$ cat src/rtl/core/tpq_ram.sv
// ----------------------------------------------------------------------------
// tpq_ram
// Generic simple dual-port RAM: one write port, one read port with
// registered read data.
// ----------------------------------------------------------------------------
module tpq_ram #(
  parameter int WIDTH = 8,
  parameter int DEPTH = 16
) (
  input  logic                     clk,
  input  logic                     we,
  input  logic [$clog2(DEPTH)-1:0] waddr,
  input  logic [WIDTH-1:0]         wdata,
  input  logic [$clog2(DEPTH)-1:0] raddr,
  output logic [WIDTH-1:0]         rdata
);

  logic [WIDTH-1:0] mem [DEPTH];

  // write port and registered read
  always_ff @(posedge clk) begin
    if (we) begin
      mem[waddr] <= wdata;
    end
    rdata <= mem[raddr];
  end

endmodule

$ cat config.mk
export PLATFORM = sky130hd
export DESIGN_NAME = tpq_ram
export DESIGN_NICKNAME = d
export VERILOG_FILES = /design/src/rtl/core/tpq_ram.sv
export SDC_FILE = /design/constraint.sdc
export NUM_CORES = 1
export LEC_CHECK = 0
export BUFFER_PORTS_ARGS = -buffer_cell sky130_fd_sc_hd__buf_2
export CAP_MARGIN = 20
export CORE_ASPECT_RATIO = 0.8
export CORE_MARGIN = 5
export CORE_UTILIZATION = 40
export DETAILED_ROUTE_END_ITERATION = 8
export HOLD_SLACK_MARGIN = 0.08
export PLACE_DENSITY = 0.65
export SLEW_MARGIN = 20
export SYNTH_ARGS = -nofsm -noshare
export SYNTH_HDL_FRONTEND = slang
export SYNTH_SLANG_ARGS = --single-unit
$ cat constraint.sdc
create_clock -name clk -period 1.9 [get_ports clk]
set_input_delay 0 -clock clk [delete_from_list [all_inputs] [get_ports clk]]
set_output_delay 0 -clock clk [all_outputs]
set_load 0.01 [all_outputs]
Word-level counts from Yosys, hierarchy flattened
Memory sizes are Yosys's and may differ from the RTL's. A register that Yosys moved wholly into a read port is not among the register bits.
Cells that the tools add are included.
Widths: inputs -> output; s select.
{ "word_totals": {"regBits": 0, "ramBits": 128, "out_inout_bits": 8, "word_cells": 3, "n_memories": 1} }
{ "classes": {"muxes": 2} }
{ "mem_list": {"columns": ["memory", "depth", "width", "read_ports", "rd_ports_with_merged_regs", "wr", "line_no", "rtl"], "rows": [
  ["mem", 16, 8, 1, 1, 1, "18", "logic [WIDTH-1:0] mem [DEPTH];"]
]} }
{ "ops": {"columns": ["op", "n"], "rows": [
  ["$mux 1", 2]
]} }

Depth between registers and ports, before layout
Gate-level depths: netlist of the first run.
{ "depth": {"depth_word": 2, "depth_mapped": 5, "ltp_nobuf": 3} }

Least setup slack after synthesis of the first run
No wires, ideal clock.
{ "synth_timing": {"path_type": "input -> register", "startpoint": "in waddr[2]", "endpoint": "mem mem[0][0] (enable)", "setup_time_ns": 0.383, "t_arrival_ns": 1.110, "slack_ns": 0.407, "path_stages": 2, "n_path_buf": 0, "path_cell_list": "or3b_2 nor3_1"} }
{ "synth_lines": {"columns": ["element", "line_no", "rtl"], "rows": [
  ["start: declaration", "12", "input logic [$clog2(DEPTH)-1:0] waddr,"],
  ["end: declaration", "18", null]
]} }
No word-level cell before the write port.

==> flow_metrics.py, run 1 <==
metrics = {
    "clocking": {
        "cts_resized": 0,
        "root_buffer": "clkbuf_16",
        "clockBufferDepth": 2,
        "cts_made_buffers": 17,
        "hold_buffers": 8,
        "cts_sinks": 136,
        "cts_max_level": 4,
        "postCtsSetupRepairBufs": 0,
        "worst_skew_pair.late_latency_ps": 410,
        "path_clk_slew_ps": 60,
        "tritoncts": "done",
    },
    "finish": {
        "nNetsFinal": 310,
        "drive_gt1_share_pct": 31.5,
        "n_antenna_cell": 0,
        "layout.cells.non_filler": 480,
        "area_delta_synth_final_pct": 21.8,
        "fillCellCount": 1020,
        "final_common_cell": "edfxtp_1",
        "final_core_util_pct": 49.2,
        "postLayoutCellArea_um2": 6270,
        "final_cell_mix": "edfxtp_1 (128), buf_2 (25), buf_4 (19)",
    },
    "timing": {
        "worst_clock_skew_ps": 8.71,
        "rsz0062_at_grt": "false",
        "setup_tns_ps": 0,
        "min_period_ps": 1410,
        "setup_viol": 0,
        "drv_slew": 0,
        "tightest_slew_ps": 701,
        "slew_headroom_pct": 53.2,
        "finalHoldViolCount": 0,
        "hold_ws_ps": 140,
        "post-route-period-util_pct": 74.5,
        "final.setup.worst_slack_ps": 485,
        "max_freq_mhz": 707,
    },
    "power_and_ir_drop": {
        "p_leak_nw": 2.13,
        "switching_share_pct": 20.3,
        "total_power_mw": 6.98,
        "internal_power_mw": 5.57,
        "ir_worst_vdd_mv": 0.752,
        "power_frac_seq_pct": 48.4,
        "power_density_nw_per_um2": 1110,
        "p_clk_share_pct": 46.8,
        "switchingPower_mw": 1.42,
        "combPwrFrac_pct": 4.7,
    },
    "place": {
        "dp_hpwl_um": 6470,
        "dpl_cell_area_um2": 5590,
        "post-place-ws_ps": 404,
        "routabilityCongestion": 0.735,
        "dp.cells": 440,
        "numPortBuffers": 25,
    },
    "yosys": {
        "synth.net_count": 247,
        "netlist_area_um2": 5150,
        "ys_seq_area_share_pct": 77.8,
        "syn_inst": 229,
        "ys_ff_latch": 136,
        "synth.avg_cell_area_um2": 22.5,
        "synthDistinctLibCells": 19,
        "yosysWarnings": 0,
        "yosys-top-cells-area": "edfxtp_1 (75%), mux4_2 (7.9%), mux4_1 (7.1%)",
        "yosys.area.top_type": "edfxtp_1",
        "synth.top_cell.area_share_pct": 74.7,
    },
    "floorplanning": {
        "ios": 26,
        "die_w_um": 137,
        "start_util_pct": 40.4,
        "std_cell_rows": 37,
        "fp.coreArea_um2": 12700,
        "die-area_um2": 15300,
        "die_h_um": 111,
    },
    "global_routing": {
        "grt_max_degree": 33,
        "grt_first_pass_wirelength_um": 15700,
        "grtUsageTotal_pct": 14.5,
        "overflow": 0,
        "antenna_found_initial": 0,
        "grt_pass1_vias": 2580,
    },
    "setup_path": {
        "reg2reg_depth": 3,
        "crit_fanout": 1,
        "worstPathRequired_ps": 2190,
        "timing.rr.start": "mem[1][5]",
        "cp-end-kind": "flip-flop",
        "arrival_ps": 1700,
        "worst_setup_path_start_kind": "flip-flop",
        "r2r-end": "rdata[5]",
        "critPathKind": "flip-flop to flip-flop",
        "r2r_slack_ps": 490,
    },
    "route": {
        "wirelength_um": 10100,
        "first_iter_violations": 140,
        "post_drt_wl_per_cell_um": 21.1,
        "route.antenna.remaining_nets": 0,
        "drt_first_pass_iters": 4,
        "route.detailed.drc": 0,
        "vias_per_cell": 5.19,
        "vias": 2491,
    },
    "worst_hold_path": {
        "worstHoldEndpoint": "mem[7][1]",
        "hold_path.class": "input pin to flip-flop",
        "min_path_cells": 3,
        "worstHoldStart": "waddr[2]",
    },
    "flow_run": {
        "cap_violations": 0,
    },
    "status": {
        "outcome": "completed",
    },
}
registers in the layout, summed over array words and instances, names as in the netlist:
signal  flops
mem       128
rdata       8
cell usage after synthesis:
cell type	number
nor2_1	13
and2_1	1
nand3_1	1
and2b_1	1
mux4_1	14
nand2b_1	2
edfxtp_1	128
or3b_2	1
dfxtp_1	8
nand3b_1	2
buf_2	3
buf_6	3
clkdlybuf4s25_2	3
buf_4	1
a22oi_1	16
nor2b_1	1
nand2_1	9
nor3_1	4
mux4_2	18
cells by family (layout without fill, tap and decap cells):
| family | count (synthesis) | in the layout | synth area share [%] |
|---|---|---|---|
| AO/OA/AOI/OAI | 16 | 16 | 2.33 |
| buffers and inverters | 10 | 86 | 1.68 |
| flip-flops | 136 | 136 | 77.8 |
| multiplexers | 32 | 32 | 15.0 |
| AND/OR/NAND/NOR | 35 | 35 | 3.18 |
per-layer routing:
metal | global-route usage [%] | vias up | share of wire (%)
met2 | 21.6 | 71 | 48
met3 | 4.47 | 11 | 4.6
met5 | 0 | - | 0
met1 | 20.4 | 1301 | 46
met4 | 4.79 | 0 | 1.1
li1 | - | 1108 | -
worst max-delay path by stage:
| stage | start | end | slack [ps] | cells after the start |
|---|---|---|---|---|
| final | mem[1][5] | rdata[5] | 490 | 3 |
| after detailed placement | raddr[0] | rdata[5] | 400 | 5 |
| after floorplan | waddr[2] | mem[0][0] | 410 | 2 |
| after global placement | raddr[0] | rdata[5] | 410 | 5 |
| after global routing | mem[9][1] | rdata[1] | 410 | 3 |
| after CTS | mem[9][1] | rdata[1] | 490 | 3 |
critical path: stages (launching register included):
cell	delay, ps
edfxtp_1	350
mux4_1	530
a22oi_1	340
nand2_1	90
final cells by class:
class | instances | area [um^2] | area share [%]
Timing Repair Buffer | 54 | 388 | 6.19
Multi-Input combinational cell | 83 | 1060 | 16.9
Clock inverter | 15 | 176 | 2.81
Tap cell | 175 | 219 | 3.49
Clock buffer | 17 | 425 | 6.79
Sequential cell | 136 | 4000 | 63.9
power by group through the flow:
stage	logic [mW]	clock network (mW)	registers, mW
final	0.331	3.27	3.38
after CTS	0.337	3.33	3.38
after detailed placement	0.323	0	3.44
after global placement	0.316	0	3.44
after global routing	0.362	3.49	3.38
after floorplan	0.170	0	3.44
(Power assumes the default switching activity.)
==> run 2: changes to the inputs <==
==> constraint.sdc (replaced) <==
create_clock -name clk -period 1.35 [get_ports clk]
set_input_delay 0 -clock clk [delete_from_list [all_inputs] [get_ports clk]]
set_output_delay 0 -clock clk [all_outputs]
set_load 0.01 [all_outputs]
==> run 2 against run 1 <==
  * Fmax up 6.6%
  * Critical path depth did not move
  * Worst hold slack worse by 21 ps
  * Die area stayed put
  * Global-route usage down 0.43 points
  * Non-clock buffer count rose by 11
  * Power rose by 49%
  * Utilization increased by 1.4 points
  * Setup slack lost 460 ps
  * Cell count grew 2.3%
  * Critical path type unchanged
  * Register-to-register slack worse by 460 ps
==> flow_metrics.py, run 2 (synthesized netlist as in run 1, its figures left out) <==
metrics = {
    "route": {
        "vias_per_cell": 5.19,
        "wirelength_um": 9900,
        "drt_first_pass_iters": 4,
        "vias": 2546,
        "first_iter_violations": 170,
        "route.detailed.drc": 0,
        "post_drt_wl_per_cell_um": 20.2,
        "route.antenna.remaining_nets": 0,
    },
    "setup_path": {
        "worst_path_max_delay_cell": "mux4_2",
        "crit_chain": "mux4_2, a22oi_2, nand2_1",
        "arrival_ps": 1620,
        "crit_buf_inv": 0,
        "timing.rr.start": "mem[3][7]",
        "crit_fanout": 1,
        "path_delay_family": "multiplexers",
        "critPathKind": "flip-flop to flip-flop",
        "crit_start": "mem[3][7]",
        "worstPathRequired_ps": 1640,
        "max_stage_delay_ps": 480,
        "cp-end-kind": "flip-flop",
        "worst_setup_path_start_kind": "flip-flop",
    },
    "flow_run": {
        "cap_violations": 0,
    },
    "clocking": {
        "tritoncts": "done",
        "cts_sinks": 136,
        "path_clk_slew_ps": 60,
        "clockBufferDepth": 2,
        "worst_skew_pair.late_latency_ps": 420,
        "cts_made_buffers": 17,
        "cts_max_level": 4,
        "root_buffer": "clkbuf_16",
    },
    "power_and_ir_drop": {
        "p_clk_share_pct": 49.8,
        "combPwrFrac_pct": 4.6,
        "total_power_mw": 10.4,
        "p_leak_nw": 2.23,
        "switching_share_pct": 19.2,
        "power_frac_seq_pct": 45.6,
        "power_density_nw_per_um2": 1620,
        "ir_worst_vdd_mv": 0.874,
        "switchingPower_mw": 2.00,
        "internal_power_mw": 8.41,
    },
    "timing": {
        "max_freq_mhz": 754,
        "drv_slew": 0,
        "hold_ws_ps": 119,
        "final.setup.worst_slack_ps": 23.0,
        "min_period_ps": 1330,
        "setup_viol": 0,
        "tightest_slew_ps": 886,
        "finalHoldViolCount": 0,
        "rsz0062_at_grt": "true",
        "post-route-period-util_pct": 98.3,
        "worst_clock_skew_ps": 13.4,
        "slew_headroom_pct": 40.7,
    },
    "global_routing": {
        "grt_first_pass_wirelength_um": 15400,
        "antenna_found_initial": 0,
        "overflow": 0,
        "grt_max_degree": 21,
        "grtUsageTotal_pct": 14.1,
        "grt_pass1_vias": 2616,
    },
    "finish": {
        "postLayoutCellArea_um2": 6450,
        "area_delta_synth_final_pct": 25.2,
        "n_antenna_cell": 0,
        "nNetsFinal": 321,
        "fillCellCount": 999,
        "drive_gt1_share_pct": 35.4,
        "final_common_cell": "edfxtp_1",
        "regMostFlops": "mem",
        "reg_top3": "mem: 128 flops, rdata: 8 flops",
        "final_core_util_pct": 50.6,
        "largest_register_ffs": 128,
        "final_cell_mix": "edfxtp_1 (128), buf_4 (30), buf_2 (25)",
    },
    "place": {
        "post-place-ws_ps": -108,
        "dpl_cell_area_um2": 5680,
        "dp_hpwl_um": 6530,
        "numPortBuffers": 25,
        "routabilityCongestion": 0.778,
    },
    "floorplanning": {
        "die_h_um": 111,
        "start_util_pct": 40.4,
        "ios": 26,
        "fp.coreArea_um2": 12700,
        "die_w_um": 137,
        "std_cell_rows": 37,
        "die-area_um2": 15300,
    },
    "status": {
        "outcome": "completed",
    },
    "worst_hold_path": {
        "hold_path.class": "input pin to flip-flop",
        "worstHoldStart": "waddr[0]",
    },
}
[run 2: cell count changes in the layout (fill, tap and decap cells not counted), sizes merged]
cell,delta
clkinvlp,-4
bufinv,+3
clkinv,+3
buf,+11
inv,-2
[run 2: what timing repair did]
item	in CTS	in global routing
endpoints found under the setup margin	2	3
endpoints found under the hold margin	128	0
hold buffers	8	0
buffers inserted	0	0
resized for setup	2	1
pin swaps	0	4
[run 2: worst paths after layout]
path                     to  slack (ps)  cells past startpoint
hold / removal    mem[0][1]         120                      3
setup / recovery   rdata[7]          20                      3
setup reg to reg   rdata[7]          20                      3
hold reg to reg    rdata[0]         660                      3
[run 2: cell type report]
class	count	area, um^2	share of cell area, %
clock buffers	17	425	6.60
clock inverters	15	250	3.88
multi-input cells	83	1080	16.7
flip-flops and latches	136	4000	62.1
well taps	175	219	3.40
repair buffers	65	470	7.30
[run 2: metrics by stage]
step / instances / setup TNS [ps]
finish: 491 / 0
CTS: 491 / 0
global placement: 451 / -329
global route: 491 / -19.9
detailed placement: 451 / -460
floorplan: 229 / 0
[run 2: per-layer routing]
metal | vias up | wire (um) | global-route usage [%]
met5 | - | 0 | 0
met4 | 0 | 132 | 4.79
met2 | 63 | 4670 | 20.8
met3 | 18 | 417 | 4.34
met1 | 1339 | 4690 | 20.0
li1 | 1126 | - | -
[run 2: worst reg2reg max path, stage by stage, from the launching register on]
cell and delay, ps:
edfxtp_1 350, mux4_2 480, a22oi_2 280, nand2_1 90
[run 2: power by group through the flow]
| stage | registers, mW | logic [mW] | clock network (mW) |
|---|---|---|---|
| final | 4.75 | 0.482 | 5.18 |
| after global routing | 4.76 | 0.523 | 5.45 |
| after CTS | 4.75 | 0.487 | 5.25 |
| after detailed placement | 4.84 | 0.464 | 0 |
| after global placement | 4.84 | 0.454 | 0 |
| after floorplan | 4.84 | 0.240 | 0 |
